### config.mk
export PLATFORM = sky130hd
export DESIGN_NAME = rcz_sum
export DESIGN_NICKNAME = d
export VERILOG_FILES = /design/src/rcz_pkg.sv /design/src/rcz_sum.sv
export SDC_FILE = /design/constraint.sdc
export NUM_CORES = 2
export LEC_CHECK = 0
export BUFFER_PORTS_ARGS = -buffer_cell sky130_fd_sc_hd__buf_2
export CAP_MARGIN = 20
export CORE_MARGIN = 5
export CORE_UTILIZATION = 46
export DETAILED_ROUTE_END_ITERATION = 6
export GPL_ROUTABILITY_DRIVEN = 0
export PLACE_DENSITY = 0.74
export SYNTH_ARGS = -nofsm -noshare
export SYNTH_HDL_FRONTEND = slang
export SYNTH_SLANG_ARGS = --single-unit
export TNS_END_PERCENT = 5
### constraint.sdc
create_clock -name vclk -period 8.23
set_input_delay 0 -clock vclk [all_inputs]
set_output_delay 0 -clock vclk [all_outputs]
set_load 0.1 [all_outputs]
### src/rcz_pkg.sv
// ----------------------------------------------------------------------------
// rcz_pkg: shared types for the rgb 3x3 convolution block
// item payloads, pixel and line-buffer entry layouts, register indexes
// ----------------------------------------------------------------------------
`default_nettype none

package rcz_pkg;

  // register index port width and widths of the geometry registers
  localparam int unsigned CfgIdxW    = 3;
  localparam int unsigned WidthRegW  = 11;
  localparam int unsigned HeightRegW = 13;

  typedef enum logic [CfgIdxW-1:0] {
    CFG_KERNEL_ROW0  = 3'd0,
    CFG_KERNEL_ROW1  = 3'd1,
    CFG_KERNEL_ROW2  = 3'd2,
    CFG_IMAGE_WIDTH  = 3'd3,
    CFG_IMAGE_HEIGHT = 3'd4
  } cfg_idx_e;

  typedef struct packed {
    logic [7:0] red;
    logic [7:0] green;
    logic [7:0] blue;
  } pix_t;

  // one line-buffer word: rows y-2 and y-1 at the same column
  typedef struct packed {
    pix_t older;
    pix_t newer;
  } lb_entry_t;

  typedef struct packed {
    logic       kind;
    logic [7:0] red_in;
    logic [7:0] green_in;
    logic [7:0] blue_in;
  } pix_in_t;

  typedef struct packed {
    logic [7:0]  red_out;
    logic [7:0]  green_out;
    logic [7:0]  blue_out;
    logic [9:0]  out_col;
    logic [11:0] out_row;
    logic        run_last;
    logic        frame_last;
  } pix_out_t;

endpackage

`default_nettype wire

### src/rcz_sum.sv
// ----------------------------------------------------------------------------
// rcz_sum: 3x3 kernel sum per colour channel
// only the low 8 bits of each sum are kept, so products are taken mod 256
// ----------------------------------------------------------------------------
`default_nettype none

module rcz_sum #(
  parameter int unsigned COEF_BITS = 8,
  localparam int unsigned KernW    = 3 * COEF_BITS
) (
  input  rcz_pkg::pix_t [8:0]    win_i,
  input  logic [2:0][KernW-1:0]  kernel_i,
  output rcz_pkg::pix_t          sum_o
);
  import rcz_pkg::*;

  logic [8:0][7:0] coef8;
  logic [8:0][7:0] prod_r, prod_g, prod_b;
  logic [2:0][7:0] row_r, row_g, row_b;

  for (genvar gr = 0; gr < 3; gr++) begin : g_row
    for (genvar gc = 0; gc < 3; gc++) begin : g_col
      localparam int unsigned K = gr * 3 + gc;
      // signed coefficient folded to 8 bits
      assign coef8[K]  = 8'($signed(kernel_i[gr][COEF_BITS*gc +: COEF_BITS]));
      assign prod_r[K] = 8'(coef8[K] * win_i[K].red);
      assign prod_g[K] = 8'(coef8[K] * win_i[K].green);
      assign prod_b[K] = 8'(coef8[K] * win_i[K].blue);
    end
    assign row_r[gr] = prod_r[gr*3] + prod_r[gr*3+1] + prod_r[gr*3+2];
    assign row_g[gr] = prod_g[gr*3] + prod_g[gr*3+1] + prod_g[gr*3+2];
    assign row_b[gr] = prod_b[gr*3] + prod_b[gr*3+1] + prod_b[gr*3+2];
  end

  assign sum_o.red   = row_r[0] + row_r[1] + row_r[2];
  assign sum_o.green = row_g[0] + row_g[1] + row_g[2];
  assign sum_o.blue  = row_b[0] + row_b[1] + row_b[2];

endmodule

`default_nettype wire

==> qor.csv <==
stage;metric;value;unit
detailed_routing;First-pass DRT Iterations;6;
detailed_routing;average via count per standard cell;5.18;
logic_synthesis;Unique masters post-synth;15;
cts;number of gates given a new drive strength after cts;0;
logic_synthesis;instance count of the mapped netlist;3092;
detailed_routing;detailed route wirelength on metal3;6.59;mm
finish;synthesis-to-finish area growth;9.25;%
critical_path;startpoint of the most critical setup path;kernel_i[35];
floorplan;Die Footprint;0.0641;sq mm
logic_synthesis;synthesized net count;4325;
timing;final hold violation count;0;
floorplan;CORE AREA;0.0588;sq mm
detailed_routing;met2 routed wirelength;43.7;mm
logic_synthesis;Yosys warning total;0;
timing;unrepaired setup endpoints after global routing;false;
cts;hold buffer count at CTS;0;
detailed_routing;DRC violation total after the first TritonRoute iteration;1450;
grt;initial antenna violation count;31;
logic_synthesis;cell area after synthesis;0.0272;sq mm
detailed_routing;sum of routed wire segments on met1;31.9;mm
logic_synthesis;mean instance size in the synthesized netlist;8.79;sq um
critical_path;Setup crit end kind;output pin;
detailed_routing;via total after detailed routing;21528;
timing;tightest hold margin;974;ps
grt;number of global-route vias before repair;23265;
grt;gr usage total;28.2;%
finish;Net count, final;4588;
run_status;status;complete, no violations;
logic_synthesis;sequential element share of the synthesized area;0;%
floorplan;Die Width;253;microns
grt;aggregate global routing overflow;0;
finish;share of final-layout standard cells stronger than drive strength 1;10.1;%
timing;clock period minus final worst setup slack;7940;ps
timing;number of failing setup endpoints in the final timing report;0;
cts;# Post-CTS Setup Buffers;0;
grt;wire length of the first global-routing pass;136;mm
placed_design;Final HPWL DP;80.9;mm
grt;largest net degree at the start of global routing;25;
hold_path;path class of the lowest-slack min-delay path;input port to output pin;
floorplan;Site Rows;89;
timing;count of pins over their slew limit;0;
detailed_routing;average detailed-routed wire length per instance;21.8;microns
detailed_routing;uppermost layer routed;met5;
timing;max-slew headroom at the worst pin;60.6;%
floorplan;Die Y-Extent;253;microns
finish;number of clock buffers in the layout;0;
timing;slew at the pin with the worst max-slew slack;587;ps
critical_path;Arr. time, crit path;7940;ps
finish;sequential cell count;0;
logic_synthesis;cell taking the most area after synthesis;sky130_fd_sc_hd__fa_1;
logic_synthesis;cell types occupying the most area after synthesis;sky130_fd_sc_hd__fa_1, sky130_fd_sc_hd__ha_1, sky130_fd_sc_hd__xnor2_1, sky130_fd_sc_hd__and2_1, sky130_fd_sc_hd__inv_1;
critical_path;worst setup path end;sum_o[23];
timing;Max Freq;126;MHz
placed_design;standard cell area after detailed placement;0.0296;sq mm
critical_path;CP required;8230;ps
critical_path;Worst Setup Start Kind;input port;
floorplan;num ports;312;
finish;flip-flop and latch area;0;sq um
timing;part of the cycle the worst path needs;96.4;%
detailed_routing;Final ANT Viol Nets;0;
detailed_routing;final routed DRC violation total;0;
logic_synthesis;area share of the largest cell type after synthesis;38.0;%
placed_design;port buffer count;312;
detailed_routing;total routed wirelength;90.6;mm
critical_path;maximum fanout along the worst path;9;
finish;area of all placed cells without fillers;0.0297;sq mm
logic_synthesis;cell types with the highest counts after synthesis;sky130_fd_sc_hd__inv_1, sky130_fd_sc_hd__nand2_1, sky130_fd_sc_hd__fa_1;
logic_synthesis;top-count cell post-synth;sky130_fd_sc_hd__inv_1;
floorplan;Starting Density;46.2;%
flow_run;number of max-capacitance violations reported;0;
timing;Final TNS setup;0;ps
critical_path;kind of critical path;input port to output pin;
-- stage by stage --
step	cells	utilization (%)	setup WS, ps
final	4154	50.5	294
after global routing	4146	50.5	59.4
after detailed placement	4126	50.4	353
after CTS	4126	50.4	347
after global placement	4126	50.4	491
after floorplan	3092	-	368
-- kinds of logic (layout without fill, tap and decap cells) --
logic type               after synthesis  in the layout  synth area share (%)
buffers and inverters                740           1001                  10.2
AND/OR/NAND/NOR                      972            972                  17.6
XOR/XNOR                             423            423                  14.1
adder cells (fa/ha/maj)              945            945                  57.7
other                                  0             28                     0
AO/OA/AOI/OAI                         12             12                 0.276
-- worst min-delay path by stage --
stage                    from   endpoint  slack [ps]  depth (start not counted)
global placement    win_i[88]  sum_o[16]         960                          5
global route        win_i[88]  sum_o[16]        1010                          5
finish              win_i[88]  sum_o[16]         970                          5
floorplan           win_i[88]  sum_o[16]         770                          3
CTS                 win_i[88]  sum_o[16]         970                          5
detailed placement  win_i[88]  sum_o[16]         970                          5
-- metal layers --
layer  GRT usage [%]  vias up
li1                -     9557
met2            47.4      943
met4            20.8        8
met5               0        -
met3            2.69      290
met1            33.7    10730
-- cell type report --
cell class | count | area, sq um
multi-input combinational | 2352 | 24400
fill | 5516 | 29100
inverter | 666 | 2500
timing repair buffer | 335 | 1760
tap | 773 | 967
antenna | 28 | 70.1
-- layout by cell type (no fill, tap or decap), drive strengths merged --
master,n
inv,666
nand2,518
fa,516
and2,454
ha,429
xnor2,344
buf,335
xor2,70
diode,28
xnor3,9
a21o,6
a21oi,6
-- critical path: stages --
cell and delay [ps]:
sky130_fd_sc_hd__buf_2 190, sky130_fd_sc_hd__buf_4 190, sky130_fd_sc_hd__and2_1 170, sky130_fd_sc_hd__fa_1 490, sky130_fd_sc_hd__inv_1 60, sky130_fd_sc_hd__fa_1 510, sky130_fd_sc_hd__fa_1 590, sky130_fd_sc_hd__fa_1 450
sky130_fd_sc_hd__fa_1 590, sky130_fd_sc_hd__fa_1 460, sky130_fd_sc_hd__fa_1 550, sky130_fd_sc_hd__fa_1 430, sky130_fd_sc_hd__fa_1 460, sky130_fd_sc_hd__fa_1 490, sky130_fd_sc_hd__inv_1 40, sky130_fd_sc_hd__ha_1 310
sky130_fd_sc_hd__a21o_1 170, sky130_fd_sc_hd__a21oi_1 240, sky130_fd_sc_hd__xnor2_1 160, sky130_fd_sc_hd__xnor3_1 420, sky130_fd_sc_hd__xnor3_1 400, sky130_fd_sc_hd__xnor3_1 340, sky130_fd_sc_hd__buf_12 210
Power is not shown: default switching activity piles up to over one toggle a cycle in this logic, so the estimate is an artifact.
