File: config.mk
export PLATFORM = sky130hd
export DESIGN_NAME = rcz_cfg
export DESIGN_NICKNAME = d
export VERILOG_FILES = /design/src/rcz_pkg.sv /design/src/rcz_cfg.sv
export SDC_FILE = /design/constraint.sdc
export NUM_CORES = 1
export LEC_CHECK = 0
export ABC_AREA = 1
export BUFFER_PORTS_ARGS = -buffer_cell sky130_fd_sc_hd__buf_4
export CAP_MARGIN = 20
export CORE_UTILIZATION = 50
export DETAILED_ROUTE_END_ITERATION = 8
export GPL_TIMING_DRIVEN = 0
export PLACE_DENSITY = 0.79
export SETUP_SLACK_MARGIN = 0.5
export SLEW_MARGIN = 20
export SYNTH_ARGS = -nofsm -noshare
export SYNTH_HDL_FRONTEND = slang
export SYNTH_SLANG_ARGS = --single-unit
File: constraint.sdc
create_clock -name clk_i -period 1 [get_ports clk_i]
set_input_delay 0.2 -clock clk_i [delete_from_list [all_inputs] [get_ports clk_i]]
set_output_delay 0.2 -clock clk_i [all_outputs]
set_load 0.03 [all_outputs]
File: src/rcz_pkg.sv
// ----------------------------------------------------------------------------
// rcz_pkg: shared types for the rgb 3x3 convolution block
// item payloads, pixel and line-buffer entry layouts, register indexes
// ----------------------------------------------------------------------------
`default_nettype none

package rcz_pkg;

  // register index port width and widths of the geometry registers
  localparam int unsigned CfgIdxW    = 3;
  localparam int unsigned WidthRegW  = 11;
  localparam int unsigned HeightRegW = 13;

  typedef enum logic [CfgIdxW-1:0] {
    CFG_KERNEL_ROW0  = 3'd0,
    CFG_KERNEL_ROW1  = 3'd1,
    CFG_KERNEL_ROW2  = 3'd2,
    CFG_IMAGE_WIDTH  = 3'd3,
    CFG_IMAGE_HEIGHT = 3'd4
  } cfg_idx_e;

  typedef struct packed {
    logic [7:0] red;
    logic [7:0] green;
    logic [7:0] blue;
  } pix_t;

  // one line-buffer word: rows y-2 and y-1 at the same column
  typedef struct packed {
    pix_t older;
    pix_t newer;
  } lb_entry_t;

  typedef struct packed {
    logic       kind;
    logic [7:0] red_in;
    logic [7:0] green_in;
    logic [7:0] blue_in;
  } pix_in_t;

  typedef struct packed {
    logic [7:0]  red_out;
    logic [7:0]  green_out;
    logic [7:0]  blue_out;
    logic [9:0]  out_col;
    logic [11:0] out_row;
    logic        run_last;
    logic        frame_last;
  } pix_out_t;

endpackage

`default_nettype wire

File: src/rcz_cfg.sv
// ----------------------------------------------------------------------------
// rcz_cfg: configuration registers
// kernel rows as written, image geometry held already clamped
// ----------------------------------------------------------------------------
`default_nettype none

module rcz_cfg #(
  parameter int unsigned MAX_WIDTH  = 1024,
  parameter int unsigned MAX_HEIGHT = 4096,
  parameter int unsigned COEF_BITS  = 8,
  localparam int unsigned XW        = $clog2(MAX_WIDTH),
  localparam int unsigned YW        = $clog2(MAX_HEIGHT + 1),
  localparam int unsigned KernW     = 3 * COEF_BITS,
  localparam int unsigned CfgDataW  = (KernW > rcz_pkg::HeightRegW) ? KernW
                                                                   : rcz_pkg::HeightRegW
) (
  input  logic                                clk_i,
  input  logic                                rst_ni,
  input  logic                                cfg_we_i,
  input  logic [rcz_pkg::CfgIdxW-1:0]         cfg_idx_i,
  input  logic [CfgDataW-1:0]                 cfg_wdata_i,
  output logic [2:0][KernW-1:0]               kernel_o,
  output logic [XW-1:0]                       wlast_o,
  output logic [YW-1:0]                       height_o
);
  import rcz_pkg::*;

  localparam int unsigned CmpWW = (XW + 1 > WidthRegW) ? XW + 1 : WidthRegW;
  localparam int unsigned CmpHW = (YW > HeightRegW) ? YW : HeightRegW;

  logic [2:0][KernW-1:0] kernel_q;
  logic [XW-1:0]         wlast_q;
  logic [YW-1:0]         height_q;

  // last column index of the clamped width
  function automatic logic [XW-1:0] width_to_last(input logic [WidthRegW-1:0] v);
    logic [XW-1:0] r;
    if (v < WidthRegW'(2)) begin
      r = XW'(1);
    end else if (CmpWW'(v) > CmpWW'(MAX_WIDTH)) begin
      r = XW'(MAX_WIDTH - 1);
    end else begin
      r = XW'(v - WidthRegW'(1));
    end
    return r;
  endfunction

  function automatic logic [YW-1:0] clamp_height(input logic [HeightRegW-1:0] v);
    logic [YW-1:0] r;
    if (v == '0) begin
      r = YW'(1);
    end else if (CmpHW'(v) > CmpHW'(MAX_HEIGHT)) begin
      r = YW'(MAX_HEIGHT);
    end else begin
      r = YW'(v);
    end
    return r;
  endfunction

  always_ff @(posedge clk_i or negedge rst_ni) begin
    if (!rst_ni) begin
      kernel_q[0] <= KernW'(24'h010101);
      kernel_q[1] <= '0;
      kernel_q[2] <= KernW'(24'hFFFFFF);
      wlast_q     <= width_to_last(WidthRegW'(512));
      height_q    <= clamp_height(HeightRegW'(512));
    end else if (cfg_we_i) begin
      unique case (cfg_idx_e'(cfg_idx_i))
        CFG_KERNEL_ROW0:  kernel_q[0] <= cfg_wdata_i[KernW-1:0];
        CFG_KERNEL_ROW1:  kernel_q[1] <= cfg_wdata_i[KernW-1:0];
        CFG_KERNEL_ROW2:  kernel_q[2] <= cfg_wdata_i[KernW-1:0];
        CFG_IMAGE_WIDTH:  wlast_q     <= width_to_last(cfg_wdata_i[WidthRegW-1:0]);
        CFG_IMAGE_HEIGHT: height_q    <= clamp_height(cfg_wdata_i[HeightRegW-1:0]);
        default: ;
      endcase
    end
  end

  assign kernel_o = kernel_q;
  assign wlast_o  = wlast_q;
  assign height_o = height_q;

endmodule

`default_nettype wire

==> impl_metrics.py, run 1 <==
metrics = {
    "placement": {
        "io_buffers": 124,
        "placed_area_um2": 5200,
        "dp_hpwl_mm": 7.47,
        "gp_congestion": 0.840,
    },
    "die": {
        "ios": 125,
        "fp.dieH_um": 90.4,
        "rows": 31,
        "dieWidth_um": 90.4,
        "initial_core_util_pct": 52.7,
    },
    "run_status": {
        "firstError": "[ERROR DPL-0038] Utilization greater than 100%, impossible to legalize",
        "flow.stopped_at": "5_1_grt",
        "status": "aborted with a tool error",
    },
    "clock_tree": {
        "cts_max_level": 3,
        "cts_root_buf": "clkbuf_8",
        "cts_buffer_depth": 2,
        "numCtsBuffers": 9,
        "cts.sinks": 95,
    },
    "sta": {
        "grt-worst-endpoint": "kernel_o[63]",
        "endpoint_type": "top-level output",
    },
    "yosys": {
        "yosysUniqueCellTypes": 26,
        "syn-cell-area_um2": 3910,
        "syn_nets": 458,
        "ys_seq_area_share_pct": 62.0,
        "synthCells": 427,
        "syn_avg_cell_area_um2": 9.15,
        "yosys_register_bits": 95,
        "synth_warnings": 0,
    },
    "grt": {
        "grt_max_degree": 96,
    },
}
==> logic make-up after synthesis <==
kind of cell / after synthesis / synth area share [%]
and+or+nand+nor: 200 / 21.3
DFF: 95 / 62.0
AOI/OAI and AO/OA: 79 / 10.5
buffers and inverters: 49 / 5.16
xor gates and xnor gates: 3 / 0.673
adders and majority gates: 1 / 0.320
==> stage by stage <==
stage	utilization (%)	setup WS, ns	cells
detailed placement	70.2	-0.318	650
floorplan	-	0.0589	427
CTS	89.6	-0.266	711
global placement	70.2	-0.291	650
==> synth_stat cells, drive strengths merged <==
master	count	area, um2
dfstp	37	972
o21bai	1	7.51
xnor2	1	8.76
xor2	2	17.5
o21ai	76	392
nand2	164	646
inv	32	120
ha	1	12.5
buf	9	51.3
nor2	24	113
nand4	2	12.5
dfrtp	58	1450
o211ai	1	7.51
a21oi	1	5.00
nor3	2	15.0
nand3	8	45.0
clkbuf	8	30.0
==> repair_timing <==
action                     CTS
gates cloned                 7
buffers inserted            38
gates resized for setup    227
hold endpoints to repair    58
setup endpoints to repair  285
pin swaps                   50
==> inputs of run 2 (changes only) <==
Settings changed: CORE_UTILIZATION 50 to 35, PLACE_DENSITY 0.79 to default, PLACE_DENSITY_LB_ADDON from default to 0.15, SETUP_SLACK_MARGIN 0.5 to default.
==> run 2 against run 1 <==
  * The flow now finishes, with violations (hold timing, setup timing)
  * Synthesized area unchanged
  * Synthesized cell count unchanged
==> impl_metrics.py, run 2 <==
metrics = {
    "sta": {
        "finalWorstSetupSlack_ns": -0.259,
        "setup_viol": 95,
        "finalMaxSlewViolations": 0,
        "timing.final.crit_share_pct": 126,
        "holdWs_ns": -0.0964,
        "finalClockSkew_ns": 0,
        "tightest_slew_ns": 0.870,
        "rsz0062_at_grt": "true",
        "max_slew_margin_pct": 42.0,
        "period_needed_ns": 1.26,
        "timing.final.hold_violations": 58,
        "fmax_ghz": 0.794,
    },
    "routing": {
        "wl_per_cell_um": 14.8,
        "viasPerCell": 4.69,
        "drc_errors": 0,
        "first_pass_iters": 4,
        "wl_mm": 10.9,
        "drtIter0Drc": 133,
        "drtAntennaViolNets": 0,
        "vias": 3474,
    },
    "clock_tree": {
        "clock_latency_ns": 0.36,
        "cts_buffer_depth": 2,
        "cts_max_level": 3,
        "numCtsBuffers": 9,
        "path_clk_slew_ns": 0.09,
        "cts.sinks": 95,
        "cts_root_buf": "clkbuf_8",
        "cts_tree": "yes",
    },
    "critical_path": {
        "critical_path.max_stage_delay_ns": 0.56,
        "reg2reg_to": "height_o[12]",
        "timing.rr.start": "height_o[12]",
        "slowest_stage": "dfstp_2",
        "cp_max_fo": 2,
        "crit_chain": "buf_6",
        "cp.required_ns": 0.80,
        "critPathKind": "reg -> out",
        "crit_arrival_ns": 1.06,
        "cp_top_family": "flip-flops",
        "r2r_slack_ns": 0.11,
        "startpoint_type": "flop",
        "crit_cells": 1,
        "crit_buf_inv": 1,
        "ff2ff_path_depth": 4,
        "crit_path_end_kind": "output pin",
    },
    "yosys": {
        "syn_avg_cell_area_um2": 9.15,
        "synth_commonest_cells": "nand2_1 (152), dfrtp_1 (58), o21ai_1 (49), dfstp_2 (37), inv_1 (30)",
        "yosys_register_bits": 95,
        "synthFlopType": "dfrtp_1",
        "ys_seq_area_share_pct": 62.0,
        "synth_warnings": 0,
        "synth_top_area_share_pct": 37.2,
        "synth.most_common_cell": "nand2_1",
        "synth_top_area_cell": "dfrtp_1",
        "syn_nets": 458,
        "synth.area.top_cells": "dfrtp_1 (37%), dfstp_2 (25%), nand2_1 (15%)",
        "synth_edf_count": 0,
        "synthCells": 427,
        "yosysUniqueCellTypes": 26,
        "syn-cell-area_um2": 3910,
        "async_reset_ff_share_pct": 100,
    },
    "power_and_ir_drop": {
        "p_per_area_nw_per_um2": 2140,
        "power.leakage_nw": 2.95,
        "total_power_w": 0.0126,
        "vdd_drop_max_v": 0.000933,
    },
    "grt": {
        "grt_max_degree": 96,
        "grt_pass1_wl_mm": 17.6,
        "grt_pass1_vias": 3488,
        "antenna_found_initial": 0,
        "globalRoute.totalOverflow": 0,
        "track_usage_pct": 20.0,
    },
    "die": {
        "design.core.area_um2": 10800,
        "ios": 125,
        "fp.dieH_um": 108,
        "dieWidth_um": 108,
        "die_area_um2": 11600,
        "initial_core_util_pct": 36.0,
        "rows": 38,
    },
    "final_layout": {
        "instances_no_fill": 740,
        "drive_gt1_share_pct": 41.5,
        "fin_area_um2": 5920,
        "final_cell_mix": "nand2_1 (152), buf_6 (100), buf_4 (64), dfrtp_1 (58), o21ai_1 (49)",
        "nets": 626,
        "fill_cells": 1032,
        "final_common_cell": "nand2_1",
        "seqCellArea_um2": 2420,
        "largest_reg_flops": 72,
        "syn2layout_area_growth_pct": 51.5,
        "n_antenna_cell": 0,
        "multiInputGateArea_um2": 1320,
    },
    "worst_hold_path": {
        "min-delay-path-class": "in -> async",
    },
    "placement": {
        "dp_hpwl_mm": 7.57,
        "place_ws_ns": -0.333,
        "placed_area_um2": 5060,
        "place_inst": 691,
        "io_buffers": 124,
        "gp_congestion": 0.832,
    },
    "run_status": {
        "violations": "hold timing, setup timing",
        "status": "finished with violations",
    },
    "flow_run": {
        "maxCapViolations": 0,
    },
}
run 2: cell counts after synthesis:
Identical to the previous run, type by type.
run 2: per-stage QoR:
step,TNS (ns),util (%)
6_report,-15.49,54.6
5_1_grt,-18.73,54.6
3_3_place_gp,-39.29,46.7
2_1_floorplan,-0.253,-
3_5_place_dp,-23.52,46.7
4_1_cts,-16.93,53.3
run 2: layout make-up:
type,count,area share (%)
Sequential cell,95,41.0
Timing Repair Buffer,157,26.0
Multi-Input combinational cell,283,22.3
Tap cell,140,2.96
Clock buffer,11,2.22
Inverter,32,2.20
Buffer,17,1.95
Clock inverter,5,1.40
run 2: what timing repair did:
action / CTS / global route
endpoints found under the hold margin: 58 / 12
cloned: 0 / 0
setup buffers: 19 / 14
gates resized for setup: 95 / 15
endpoints found under the setup margin: 95 / 117
run 2: how the worst max path moves through the flow:
stage	slack [ns]	endpoint	startpoint
after floorplan	-0.02	kernel_o[17]	cfg_we_i
after global placement	-0.31	wlast_o[8]	cfg_wdata_i[0]
after detailed placement	-0.33	kernel_o[44]	cfg_we_i
after CTS	-0.27	kernel_o[70]	kernel_o[70]
after global routing	-0.30	kernel_o[0]	kernel_o[0]
final	-0.26	kernel_o[58]	kernel_o[58]
run 2: kinds of logic (layout without fill, tap and decap cells):
logic type	after synthesis	after routing	share of synthesized area, %
flip-flops	95	95	62.0
AO/OA/AOI/OAI	79	79	10.5
buffers and inverters	49	222	5.16
AND/OR/NAND/NOR	200	200	21.3
XOR/XNOR	3	3	0.673
adder cells (fa/ha/maj)	1	1	0.320
run 2: routing by layer:
| metal | up-vias | GRT usage [%] | routed length, um |
|---|---|---|---|
| met5 | - | 0 | 0 |
| met4 | 0 | 7.44 | 161 |
| met3 | 13 | 4.12 | 616 |
| met2 | 97 | 32.5 | 5270 |
| met1 | 1676 | 26.3 | 4890 |
| li1 | 1688 | - | - |
run 2: power breakdown:
| part | total (W) | switching [W] | internal, W |
|---|---|---|---|
| combinational | 0.00455 | 0.00249 | 0.00206 |
| clock | 0.00278 | 0.00135 | 0.00142 |
| sequential | 0.00531 | 0.000542 | 0.00477 |
Note: power is estimated with default switching activity, not from simulation.
